`src/rtl/core/gpc_pkg.sv`:
```
// ----------------------------------------------------------------------------
// gpc_pkg
// Shared types, constants and helper functions for the GPIO pin controller.
// ----------------------------------------------------------------------------
package gpc_pkg;

    localparam int NUM_PINS    = 54;
    localparam int FIELD_W     = 54;
    localparam int DATA_W      = 32;
    localparam int OFF_W       = 6;
    localparam int FUNC_W      = 3;
    localparam int PINS_PER_FS = 10;
    localparam int FSEL_BITS   = PINS_PER_FS * FUNC_W;
    localparam int FSEL_WORDS  = (NUM_PINS + PINS_PER_FS - 1) / PINS_PER_FS;
    localparam int FSEL_IDX_W  = (FSEL_WORDS > 1) ? $clog2(FSEL_WORDS) : 1;
    localparam int PULL_W      = 2;

    localparam logic [OFF_W-1:0] OFF_FSEL_LAST = 6'd5;
    localparam logic [OFF_W-1:0] OFF_SET0      = 6'(8'h1c >> 2);
    localparam logic [OFF_W-1:0] OFF_SET1      = 6'(8'h1c >> 2) + 6'd1;
    localparam logic [OFF_W-1:0] OFF_CLR0      = 6'(8'h28 >> 2);
    localparam logic [OFF_W-1:0] OFF_CLR1      = 6'(8'h28 >> 2) + 6'd1;
    localparam logic [OFF_W-1:0] OFF_LEV0      = 6'(8'h34 >> 2);
    localparam logic [OFF_W-1:0] OFF_LEV1      = 6'(8'h34 >> 2) + 6'd1;
    localparam logic [OFF_W-1:0] OFF_PUD       = 6'(8'h94 >> 2);
    localparam logic [OFF_W-1:0] OFF_PUDCLK0   = 6'(8'h98 >> 2);
    localparam logic [OFF_W-1:0] OFF_PUDCLK1   = 6'(8'h9c >> 2);

    localparam logic [FUNC_W-1:0] FUNC_OUTPUT = 3'd1;
    localparam logic [PULL_W-1:0] PULL_DOWN   = 2'd1;
    localparam logic [PULL_W-1:0] PULL_UP     = 2'd2;

    typedef logic [NUM_PINS-1:0]  pins_t;
    typedef logic [FIELD_W-1:0]   field_t;
    typedef logic [FSEL_BITS-1:0] fsel_word_t;

    typedef struct packed {
        logic                 valid;
        logic                 wr;
        logic [OFF_W-1:0]     off;
        logic [DATA_W-1:0]    data;
        field_t               levels;
    } gpc_access_t;

    function automatic field_t to_field(input pins_t v);
        logic [63:0] p;
        begin
            p = 64'(v);
            return p[FIELD_W-1:0];
        end
    endfunction

    function automatic pins_t to_pins(input field_t v);
        logic [63:0] p;
        begin
            p = 64'(v);
            return p[NUM_PINS-1:0];
        end
    endfunction

    function automatic pins_t bank_mask(input logic bank, input logic [DATA_W-1:0] data);
        logic [63:0] p;
        begin
            p = bank ? {data, 32'h0} : {32'h0, data};
            return p[NUM_PINS-1:0];
        end
    endfunction

    function automatic fsel_word_t fsel_mask(input logic [FSEL_IDX_W-1:0] idx);
        fsel_word_t m;
        int         base;
        begin
            m    = '0;
            base = int'(idx) * PINS_PER_FS;
            for (int k = 0; k < PINS_PER_FS; k++) begin
                if (base + k < NUM_PINS) begin
                    m[k*FUNC_W +: FUNC_W] = '1;
                end
            end
            return m;
        end
    endfunction

endpackage

```
`src/rtl/core/gpc_regs.sv`:
```
// ----------------------------------------------------------------------------
// gpc_regs
// Register file of the GPIO controller: decodes one access, updates the
// function select, output latch and pull state, and returns the read data.
// ----------------------------------------------------------------------------
module gpc_regs (
    input  logic                        clk,
    input  logic                        rst_n,
    input  gpc_pkg::gpc_access_t        acc,
    output logic [gpc_pkg::DATA_W-1:0]  rd_data,
    output gpc_pkg::field_t             drive_levels,
    output gpc_pkg::field_t             drive_enables,
    output gpc_pkg::field_t             pullup_pins,
    output gpc_pkg::field_t             pulldown_pins
);
    import gpc_pkg::*;

    fsel_word_t            fsel_reg  [FSEL_WORDS];
    fsel_word_t            fsel_next [FSEL_WORDS];
    pins_t                 latch_reg, latch_next;
    logic [PULL_W-1:0]     pull_reg, pull_next;
    pins_t                 up_reg, up_next;
    pins_t                 down_reg, down_next;
    pins_t                 enables;
    pins_t                 mask;
    pins_t                 levels;
    logic [63:0]           lev_wide;
    logic [FSEL_IDX_W-1:0] idx;

    assign idx      = acc.off[FSEL_IDX_W-1:0];
    assign levels   = to_pins(acc.levels);
    assign lev_wide = 64'(to_field(levels));

    always_comb
    begin
        fsel_next  = fsel_reg;
        latch_next = latch_reg;
        pull_next  = pull_reg;
        up_next    = up_reg;
        down_next  = down_reg;
        rd_data    = '0;
        mask       = bank_mask(acc.off == OFF_SET1 || acc.off == OFF_CLR1
                               || acc.off == OFF_PUDCLK1, acc.data);
        if (acc.valid)
        begin
            if (acc.off <= OFF_FSEL_LAST)
            begin
                if (acc.off < OFF_W'(FSEL_WORDS))
                begin
                    if (acc.wr)
                        fsel_next[idx] = acc.data[FSEL_BITS-1:0] & fsel_mask(idx);
                    else
                        rd_data = DATA_W'(fsel_reg[idx]);
                end
            end
            else if (acc.off == OFF_SET0 || acc.off == OFF_SET1)
            begin
                if (acc.wr)
                    latch_next = latch_reg | mask;
            end
            else if (acc.off == OFF_CLR0 || acc.off == OFF_CLR1)
            begin
                if (acc.wr)
                    latch_next = latch_reg & ~mask;
            end
            else if (acc.off == OFF_LEV0 || acc.off == OFF_LEV1)
            begin
                if (!acc.wr)
                    rd_data = (acc.off == OFF_LEV1) ? lev_wide[63:32] : lev_wide[31:0];
            end
            else if (acc.off == OFF_PUD)
            begin
                if (acc.wr)
                    pull_next = acc.data[PULL_W-1:0];
                else
                    rd_data = DATA_W'(pull_reg);
            end
            else if (acc.off == OFF_PUDCLK0 || acc.off == OFF_PUDCLK1)
            begin
                if (acc.wr)
                begin
                    up_next   = (up_reg & ~mask) | ((pull_reg == PULL_UP) ? mask : '0);
                    down_next = (down_reg & ~mask) | ((pull_reg == PULL_DOWN) ? mask : '0);
                end
            end
        end
    end

    always_ff @(posedge clk or negedge rst_n)
    begin
        if (!rst_n)
        begin
            for (int w = 0; w < FSEL_WORDS; w++)
                fsel_reg[w] <= '0;
            latch_reg <= '0;
            pull_reg  <= '0;
            up_reg    <= '0;
            down_reg  <= '0;
        end
        else
        begin
            fsel_reg  <= fsel_next;
            latch_reg <= latch_next;
            pull_reg  <= pull_next;
            up_reg    <= up_next;
            down_reg  <= down_next;
        end
    end

    for (genvar i = 0; i < NUM_PINS; i++)
    begin : g_en
        localparam int W = i / PINS_PER_FS;
        localparam int B = (i % PINS_PER_FS) * FUNC_W;
        assign enables[i] = (fsel_reg[W][B +: FUNC_W] == FUNC_OUTPUT);
    end

    assign drive_levels  = to_field(latch_reg);
    assign drive_enables = to_field(enables);
    assign pullup_pins   = to_field(up_reg);
    assign pulldown_pins = to_field(down_reg);

endmodule

```
`src/rtl/core/gpio_pin_controller_unit.sv`:
```
// ----------------------------------------------------------------------------
// gpio_pin_controller_unit
// Memory-mapped GPIO controller: one register read or write per beat, with
// the pin-side latch state reported after every access.
// ----------------------------------------------------------------------------
//  channel   | handshake             | payload
//  ----------+-----------------------+--------------------------------------
//  request   | start / busy          | req_type word_offset write_value
//            |                       | pin_levels_in
//  result    | done (one-cycle)      | read_value drive_levels drive_enables
//            |                       | pullup_pins pulldown_pins
//
//  one beat per cycle; busy is never raised
//  result path: the request is captured in the input register, then decode
//  and register update write the result register (done, read_value) and the
//  state registers that drive the pin-side outputs
//  rst_n clears function select, output latch and pull state
//  the receiver cannot stall; done is a single-cycle strobe
// ----------------------------------------------------------------------------
module gpio_pin_controller_unit (
    input  logic                        clk,
    input  logic                        rst_n,
    input  logic                        start,
    output logic                        busy,
    input  logic                        req_type,
    input  logic [gpc_pkg::OFF_W-1:0]   word_offset,
    input  logic [gpc_pkg::DATA_W-1:0]  write_value,
    input  gpc_pkg::field_t             pin_levels_in,
    output logic                        done,
    output logic [gpc_pkg::DATA_W-1:0]  read_value,
    output gpc_pkg::field_t             drive_levels,
    output gpc_pkg::field_t             drive_enables,
    output gpc_pkg::field_t             pullup_pins,
    output gpc_pkg::field_t             pulldown_pins
);
    import gpc_pkg::*;

    logic                req_valid_reg;
    logic                req_type_reg;
    logic [OFF_W-1:0]    req_off_reg;
    logic [DATA_W-1:0]   req_data_reg;
    field_t              req_levels_reg;
    gpc_access_t         acc;
    logic [DATA_W-1:0]   rd_data;
    logic                done_reg;
    logic [DATA_W-1:0]   read_value_reg;

    assign busy = 1'b0;

    always_ff @(posedge clk or negedge rst_n)
    begin
        if (!rst_n)
        begin
            req_valid_reg <= 1'b0;
            done_reg      <= 1'b0;
        end
        else
        begin
            req_valid_reg <= start;
            done_reg      <= req_valid_reg;
        end
    end

    always_ff @(posedge clk)
    begin
        if (start)
        begin
            req_type_reg   <= req_type;
            req_off_reg    <= word_offset;
            req_data_reg   <= write_value;
            req_levels_reg <= pin_levels_in;
        end
        if (req_valid_reg)
            read_value_reg <= req_type_reg ? '0 : rd_data;
    end

    assign acc.valid  = req_valid_reg;
    assign acc.wr     = req_type_reg;
    assign acc.off    = req_off_reg;
    assign acc.data   = req_data_reg;
    assign acc.levels = req_levels_reg;

    gpc_regs u_regs (
        .clk           (clk),
        .rst_n         (rst_n),
        .acc           (acc),
        .rd_data       (rd_data),
        .drive_levels  (drive_levels),
        .drive_enables (drive_enables),
        .pullup_pins   (pullup_pins),
        .pulldown_pins (pulldown_pins)
    );

    assign done       = done_reg;
    assign read_value = read_value_reg;

`ifndef ASSERT_OFF
    a_done_follows: assert property (@(posedge clk) disable iff (!rst_n)
        req_valid_reg |=> done)
        else $error("result strobe missing after access");

    a_write_reads_zero: assert property (@(posedge clk) disable iff (!rst_n)
        (req_valid_reg && req_type_reg) |=> (read_value == '0))
        else $error("write access returned nonzero read data");

    a_pull_exclusive: assert property (@(posedge clk) disable iff (!rst_n)
        ((pullup_pins & pulldown_pins) == '0))
        else $error("pin latched both pull-up and pull-down");

    a_latch_on_beat: assert property (@(posedge clk) disable iff (!rst_n)
        !$stable(drive_levels) |-> done)
        else $error("output latch changed without an access");
`endif

endmodule

```
`config.mk`:
```
export PLATFORM = sky130hd
export DESIGN_NAME = gpio_pin_controller_unit
export DESIGN_NICKNAME = d
export VERILOG_FILES = /design/src/rtl/core/gpc_pkg.sv /design/src/rtl/core/gpc_regs.sv /design/src/rtl/core/gpio_pin_controller_unit.sv
export SDC_FILE = /design/constraint.sdc
export NUM_CORES = 1
export LEC_CHECK = 0
export ABC_AREA = 1
export BUFFER_PORTS_ARGS = -buffer_cell sky130_fd_sc_hd__buf_2
export CAP_MARGIN = 20
export CORE_MARGIN = 8
export CORE_UTILIZATION = 61
export CTS_CLUSTER_DIAMETER = 80
export CTS_CLUSTER_SIZE = 14
export DETAILED_ROUTE_END_ITERATION = 16
export PLACE_DENSITY = 0.85
export SLEW_MARGIN = 10
export SYNTH_ARGS = -nofsm -noshare
export SYNTH_HDL_FRONTEND = slang
export SYNTH_HIERARCHICAL = 1
export SYNTH_SLANG_ARGS = --single-unit
```
`constraint.sdc`:
```
create_clock -name clk -period 6 [get_ports clk]
set_input_delay 0.6 -clock clk [delete_from_list [all_inputs] [get_ports clk]]
set_output_delay 0.6 -clock clk [all_outputs]
set_load 0.1 [all_outputs]
```
Yosys cells after proc, flatten, opt, wreduce, memory -nomap -nowiden
Cells that the tools add are included.
{ "totals": {"ff_bits": 471} }
{ "op_classes": {"n_addsub": 9, "n_mul": 1, "order_cmp": 14, "n_eq_ne": 67, "mux": 70, "n_bitwise": 14, "reduce_logical": 12} }
{ "ops": {"columns": ["operator", "count"], "rows": [
  ["$mux 54", 7],
  ["$lt 32x7->1 const B", 10],
  ["$bwmux 180", 1],
  ["$and 54x54->54", 3],
  ["$eq 3x1->1 const B", 54],
  ["$or 54x54->54", 3],
  ["$mux 32", 5],
  ["$mux 3", 50],
  ["$add 32x4->32 const B", 4],
  ["$mux 30", 4],
  ["$bmux 30 s3", 1],
  ["$demux 30 s3", 1],
  ["$add 32x3->32 const B", 2],
  ["$add 32x5->32 const B", 2],
  ["$not 54->54", 1],
  ["$add 32x2->32 const B", 1],
  ["$and 30x30->30", 1],
  ["$eq 6x4->1 const B", 5],
  ["$eq 6x6->1 const B", 3],
  ["$reduce_and 8->1", 1],
  ["$reduce_and 7->1", 1],
  ["$eq 6x3->1 const B", 1],
  ["$le 6x3->1 const B", 1],
  ["$logic_or 1x1->1", 6],
  ["14 further kinds", 19]
]} }

Longest topological paths before layout
Gate-level depths: netlist (run 1).
{ "depth": {"depth_word": 10, "depth_mapped": 14, "ltp_nobuf": 13} }

Cells and area by module
Netlist (run 1), hierarchy kept.
{ "by_module_without_submodules": {"columns": ["module", "n_inst", "cells_per_inst", "area_per_inst_um2", "seq_area_each_um2"], "rows": [
  ["gpc_regs", 1, 2396, 17207.8, 8608.3],
  ["gpio_pin_controller_unit", 1, 196, 4088.9, 3803.6]
]} }

Worst setup path after synthesis (run 1)
Ideal clock, no wire load.
{ "synth_path": {"kind": "reg-to-output", "startpoint": "register u_regs/fsel_reg[134] in the netlist's numbering", "endpoint": "output port drive_enables[14]", "t_arrival_ps": 2592, "t_required_ps": 5400, "slack_ps": 2808, "stages_incl_launch_ff": 2, "path_buffers": 0, "path_cell_list": "dfrtp_1 nor3b_1"} }
{ "synth_via": {"elab_chain_len": 1} }
{ "synth_lines": {"columns": ["element", "line_no", "source"], "rows": [
  ["start, declared", "gpc_regs.sv:18", "fsel_word_t fsel_reg [FSEL_WORDS];"],
  ["start signal, assigned", "gpc_regs.sv:102", "fsel_reg <= fsel_next;"],
  ["$eq 3x1->1", "gpc_regs.sv:114", "assign enables[i] = (fsel_reg[W][B +: FUNC_W] == FUNC_OUTPUT);"],
  ["end, declared", "gpio_pin_controller_unit.sv:32", "output gpc_pkg::field_t drive_enables,"]
]} }
No other way between the ends.

==> results of run 1 <==
[logic make-up (layout without fill, tap and decap cells)]
group,after synthesis,in the layout
adder cells (fa/ha/maj),10,10
flip-flops,471,471
AO/OA/AOI/OAI,226,226
AND/OR/NAND/NOR,1514,1514
other,1,7
buffers and inverters,370,678
[metal layers]
layer  global-route usage (%)  up-vias
met5                        0        -
met4                    15.59        4
met3                    7.746      221
met2                    50.18     1135
met1                    38.00     9031
li1                         -     8729
[report_power, final]
group          switching, uW  internal (uW)  total [uW]  leakage [uW]
clock                   1110           1220        2330      0.000522
combinational            799            164         962       0.00639
sequential               111           3450        3560       0.00602
[cell usage in the layout (no fill, tap or decap), types with 48 or more instances in the layout]
| cell type | netlist | layout |
|---|---|---|
| nor2_1 | 157 | 153 |
| nand2_1 | 1118 | 1116 |
| a21oi_1 | 51 | 51 |
| buf_2 | 42 | 342 |
| dfrtp_1 | 346 | 346 |
| nand4_1 | 66 | 66 |
| nor3_1 | 48 | 48 |
| nand3_1 | 105 | 105 |
| o21ai_0 | 155 | 155 |
| edfxtp_1 | 125 | 125 |
| inv_1 | 236 | 236 |
[layout make-up]
class                   count  share of cell area [%]
multi-input cells        1751                   30.47
well taps                 455                   2.333
flip-flops and latches    471                   50.86
clock inverters             2                 0.05640
inverters                 242                   3.722
diodes                      6                 0.06153
clock buffers              62                   4.394
repair buffers            372                   8.101
[cell usage after synthesis, drive strengths merged (6+ instances only)]
| cell | n |
|---|---|
| a21oi | 51 |
| a22oi | 8 |
| buf | 56 |
| clkbuf | 72 |
| dfrtp | 346 |
| edfxtp | 125 |
| ha | 10 |
| inv | 241 |
| nand2 | 1119 |
| nand3 | 105 |
| nand4 | 67 |
| nor2 | 161 |
| nor3 | 50 |
| nor3b | 8 |
| o21ai | 158 |
| o22ai | 6 |
[worst reg2reg max path: cells and delay by family, from the launching register on]
kind / cells / cell delay (ns)
buffers and inverters: 4 / 1.58
flip-flops: 1 / 1.09
AO/OA/AOI/OAI: 1 / 0.23
AND/OR/NAND/NOR: 5 / 0.86
adder cells (fa/ha/maj): 1 / 0.28
[stage by stage]
stage	total power, uW	worst slack [ns]	cell area [um2]	hold WS, ns	instances
after global placement	4545	2.171	23270	0.4493	3289
after detailed placement	4567	1.950	23270	0.4556	3289
after CTS	6867	1.897	24350	0.2167	3353
after floorplan	4242	2.808	21300	0.3044	2592
after global routing	7076	1.610	24390	0.2198	3356
final	6856	1.826	24400	0.1796	3361
[how the worst min path moves through the flow]
| stage | slack (ns) | start | end | cells after the start |
|---|---|---|---|---|
| CTS | 0.22 | rst_n | u_regs/fsel_reg[158] | 1 |
| detailed placement | 0.46 | register | register | 2 |
| finish | 0.18 | rst_n | u_regs/fsel_reg[158] | 1 |
| floorplan | 0.30 | rst_n | done | 0 |
| global placement | 0.45 | register | register | 2 |
| global route | 0.22 | write_value[6] | req_data_reg[6] | 1 |
==> summary.md, run 1 <==
| Metric | Value |
|---|---|
| Ys async rst share | `73.46%` |
| Clock insertion delay at the later pin of the skew report | `0.53 ns` |
| GRT overflow | `0` |
| Antenna violations before repair | `9` |
| Post-route met1 wirelength | `23,700 um` |
| Cell count after synthesis | `2,592` |
| Req. time, crit path | `6.41 ns` |
| Crit path buffers/inverters | `4` |
| Initial core utilization | `61.80%` |
| CP Capture Type | `register` |
| Die height | `202.9 um` |
| Top Metal Used | `met5` |
| Final Skew | `0.01439 ns` |
| Post-CTS setup buffers | `0` |
| CP Depth | `11` |
| GRT Resource Usage Total | `30.84%` |
| Post-synthesis mux area share | `0%` |
| Clock period minus worst slack | `4.174 ns` |
| Post-Syn Nets | `2,698` |
| Hold WC Path Type | `input pin to asynchronous set/reset pin` |
| Peak VDD IR | `0.2097 mV` |
| CTS tree | `done` |
| Synth warn | `6` |
| Post-DR vias/cell | `5.689` |
| Synth Flop Type | `dfrtp_1` |
| Worst path arrival time | `4.59 ns` |
| Setup crit start kind | `register` |
| XOR/XNOR Fraction of Synth Area | `0%` |
| Final Hold Viols | `0` |
| Critical path fanouts, max | `49` |
| Met2 wire length | `31,040 um` |
| Die Width | `202.9 um` |
| Largest net degree at the start of global routing | `121` |
| Synth area leader | `dfrtp_1` |
| R2R Path Start | `req_off_reg[1]` |
| H-tree depth | `2` |
| Slew HR | `24.59%` |
| Storage element area | `12,410 um2` |
| Crit Path Class | `register to register` |
| Netlist Area Pre-Place | `21,300 um2` |
| Post-DP HPWL | `45,900 um` |
| Wire per inst | `19.42 um` |
| Full die area | `41,150 um2` |
| First DRT Iteration DRCs | `2,213` |
| Layout cells sized above 1 | `15.03%` |
| Power per cell area | `280.9 nW/um2` |
| Layout Utilization | `70.82%` |
| # clock sinks | `471` |
| Mean Syn Cell Area | `8.216 um2` |
| CTS Buffer Depth | `3` |
| RePlAce Congestion | `0.9312` |
| Vias in the first global route | `18,540` |
| Crit path max-delay family | `buffers and inverters` |
| Synth Area in Compound Gates | `5.476%` |
| Slew Viols, Final | `0` |
| I/O Pins | `346` |
| Fmax | `239.6 MHz` |
| Status | `finished, final reports clean` |
| Netlist cell types | `32` |
| Reg2Reg Setup Slack | `1.83 ns` |
| P&R area growth vs syn | `14.58%` |
| Post-synth EDFFs | `125` |
| Sequential share of the synthesized area | `58.28%` |
| Post-CTS resize count | `0` |
| Row cnt | `68` |
| Share of the synthesized area in the top cell type | `40.66%` |
| Final Setup Violations | `0` |
| DRC violations left | `0` |
| Period utilization | `69.57%` |
| Worst-Margin Slew | `1.131 ns` |
| Hold_buf cts | `0` |
| Worst path max stage delay | `1.09 ns` |
| Critical Path, Cell by Cell | `inv_1, ha_1, inv_1, nand3_1, a21oi_1, nand2_1, inv_2, buf_4, nand2_1, nand2_1, nand2_1` |
| Max-cap violation count | `0` |
| Ranking of synthesized cells by area | `dfrtp_1 41%, nand2_1 20%, edfxtp_1 18%` |
| Total length of routed met3 wires | `6917 um` |
| Pre-antenna DRT Iters | `9` |
| Leak | `0.01293 uW` |
| Adder-Cell Fraction of Synth Area | `0.5875%` |
| Final setup TNS | `0 ns` |
| Filler cells | `2,595` |
| RSZ-0062 raised after global routing | `false` |
| First-pass GRT wire length | `101,000 um` |
| Slowest CP cell | `edfxtp_1` |
| FF+latch count, synth | `471` |
| CP most frequent cell | `nand2_1` |
| Root Driver | `clkbuf_16` |
| Multi-input logic area | `7435 um2` |
| Via total after detailed routing | `19,120` |
| CP Launch Point | `req_off_reg[1]` |
| Number of nets in the layout | `2,983` |
| Post-Synth Simple-Gate Area | `28.71%` |
| Total CTS buffers | `39` |
| Routed Antenna Nets | `0` |
| Core box area | `34,460 um2` |
| Depth of the worst register-to-register path | `11` |
| Total Routed Length | `65,280 um` |
| # port buffers | `344` |
| Largest family of logic cells by synthesized area | `simple AND/OR/NAND/NOR gates` |
| Clk slew on worst S/H paths | `0.07 ns` |
No activity file was read; power rests on OpenSTA's default activity.
==> run 2, diff against run 1 <==
Settings changed: CORE_UTILIZATION 61 to 51, PLACE_DENSITY 0.85 to 0.76.
Clock period 6 ns to 3.56 ns, I/O delays scaled along.
==> summary.md, run 2 (synthesis results as in run 1) <==
| Metric | Value |
|---|---|
| Critical path fanouts, max | `11 (was 49)` |
| Worst-Margin Slew | `1.030 ns (was 1.131 ns)` |
| Final Skew | `0.02969 ns (was 0.01439 ns)` |
| R2R Path Start | `req_off_reg[2] (was req_off_reg[1])` |
| Largest net degree at the start of global routing | `88 (was 121)` |
| Clk slew on worst S/H paths | `0.07 ns (about the same)` |
| GRT overflow | `0 (unchanged)` |
| Layout cells sized above 1 | `14.83% (was 15.03%)` |
| GRT Resource Usage Total | `28.96% (was 30.84%)` |
| Via total after detailed routing | `19,200 (was 19,120)` |
| Antenna violations before repair | `3 (was 9)` |
| Final Hold Viols | `0 (unchanged)` |
| CTS tree | `done (unchanged)` |
| Slew HR | `31.34% (was 24.59%)` |
| Die height | `220.4 um (was 202.9 um)` |
| H-tree depth | `2 (unchanged)` |
| Clock period minus worst slack | `2.859 ns (was 4.174 ns)` |
| DRC violations left | `0 (unchanged)` |
| Power per cell area | `461.0 nW/um2 (was 280.9 nW/um2)` |
| Hold depth | `1` |
| RePlAce Congestion | `0.9176 (was 0.9312)` |
| Row cnt | `75 (was 68)` |
| First-pass GRT wire length | `108,400 um (was 101,000 um)` |
| Status | `finished, final reports clean (unchanged)` |
| Root Driver | `clkbuf_16 (unchanged)` |
| Initial core utilization | `51.23% (was 61.80%)` |
| Req. time, crit path | `3.99 ns (was 6.41 ns)` |
| Max-cap violation count | `0 (unchanged)` |
| Crit Path Class | `register to register (unchanged)` |
| Most frequent cells in the layout | `1,116 x nand2_1, 346 x dfrtp_1, 342 x buf_2 (unchanged)` |
| Hold EP | `req_data_reg[25]` |
| Final setup TNS | `0 ns (unchanged)` |
| Full die area | `48,550 um2 (was 41,150 um2)` |
| Vias in the first global route | `19,320 (was 18,540)` |
| I/O Pins | `346 (unchanged)` |
| Fmax | `349.7 MHz (was 239.6 MHz)` |
| Leak | `0.01339 uW (was 0.01293 uW)` |
| Worst path arrival time | `3.29 ns (was 4.59 ns)` |
| Reg2Reg Setup Slack | `0.70 ns (was 1.83 ns)` |
| Wire per inst | `19.85 um (was 19.42 um)` |
| P&R area growth vs syn | `20.15% (was 14.58%)` |
| CTS Buffer Depth | `3 (unchanged)` |
| Period utilization | `80.32% (was 69.57%)` |
| Setup crit start kind | `register (unchanged)` |
| Layout Utilization | `61.55% (was 70.82%)` |
| # clock sinks | `471 (unchanged)` |
| Commonest non-fill, non-tap cell in the layout | `nand2_1 (unchanged)` |
| Reg-to-Reg End | `u_regs/fsel_reg[55]` |
| Pre-antenna DRT Iters | `8 (was 9)` |
| Depth of the worst register-to-register path | `7 (was 11)` |
| CP Capture Type | `register (unchanged)` |
| Hold_sp | `start` |
| Total CTS buffers | `39 (unchanged)` |
| # port buffers | `344 (unchanged)` |
| Post-DP HPWL | `49,140 um (was 45,900 um)` |
| Core box area | `41,570 um2 (was 34,460 um2)` |
| Final Setup Violations | `0 (unchanged)` |
| Clock insertion delay at the later pin of the skew report | `0.58 ns (was 0.53 ns)` |
| RSZ-0062 raised after global routing | `false (unchanged)` |
| Peak VDD IR | `0.3971 mV (was 0.2097 mV)` |
| Die Width | `220.4 um (was 202.9 um)` |
| Total Routed Length | `70,350 um (was 65,280 um)` |
| First DRT Iteration DRCs | `1,944 (was 2,213)` |
| Number of nets in the layout | `3,087 (was 2,983)` |
| Post-DR vias/cell | `5.415 (was 5.689)` |
| Routed Antenna Nets | `0 (unchanged)` |
| Slew Viols, Final | `0 (unchanged)` |
| Hold WC Path Type | `input pin to register (was input pin to asynchronous set/reset pin)` |
-- run 2: cell count changes in the layout (fill, tap and decap cells not counted), sizes merged --
cell / previous run / this run
buf: 372 / 382
dlygate4sd3: 0 / 94
clkinv: 1 / 0
clkbuf: 62 / 59
bufinv: 0 / 1
diode: 6 / 5
-- run 2: layout make-up --
type / instances / area [um2]
Fill cell: 3497 / 15980
Sequential cell: 471 / 12410
Multi-Input combinational cell: 1751 / 7435
Timing Repair Buffer: 476 / 3055
Clock buffer: 59 / 1051
Inverter: 242 / 908.4
Tap cell: 539 / 674.4
Clock inverter: 2 / 38.79
Antenna cell: 5 / 12.51
-- run 2: per-layer routing --
metal | part of all wire [%] | vias to the layer above | GRT usage, %
met4 | 5.1 | 0 | 14.06
met3 | 9.0 | 199 | 7.545
met1 | 39 | 9148 | 36.36
met5 | 0 | - | 0
li1 | - | 8935 | -
met2 | 47 | 914 | 46.41
-- run 2: critical path, cell delays in order (launching register included) --
cell	delay, ns
edfxtp_1	0.58
ha_1	0.47
ha_1	0.23
a21oi_1	0.09
o21ai_0	0.73
nor2_1	0.38
nand2_1	0.14
o21ai_0	0.08
-- run 2: timing repair --
action / 4_1_cts / 5_1_grt
setup buffers: 0 / 0
endpoints found under the hold margin: 171 / 0
hold buffers: 94 / 0
gates resized for setup: 0 / 0
-- run 2: worst max path at each step --
stage                                    start                    to  slack, ns  depth (start not counted)
after detailed placement        req_off_reg[2]   u_regs/fsel_reg[84]       0.75                          7
after global placement          req_off_reg[2]   u_regs/fsel_reg[55]       0.82                          7
final                           req_off_reg[2]   u_regs/fsel_reg[55]       0.70                          7
after CTS                       req_off_reg[2]  u_regs/fsel_reg[114]       0.70                          7
after global routing            req_off_reg[2]              register       0.51                         10
after floorplan           u_regs/fsel_reg[134]     drive_enables[14]       0.61                          1
-- run 2: per-stage QoR --
stage	cells	power [uW]	instance area, um2	hold slack, ns	worst slack [ns]
after floorplan	2592	7149	21300	0.06041	0.6124
after global placement	3383	7719	23500	0.4042	0.8193
after detailed placement	3385	7756	23540	0.4141	0.7515
after CTS	3540	11860	25570	0.3092	0.6994
after global routing	3543	12210	25580	0.3442	0.5103
final	3545	11800	25590	0.3544	0.7008
-- run 2: power by group --
part	internal [uW]	switching [uW]	total, uW
registers	5810	185	6000
logic	359	1390	1750
clock network	2100	1940	4050
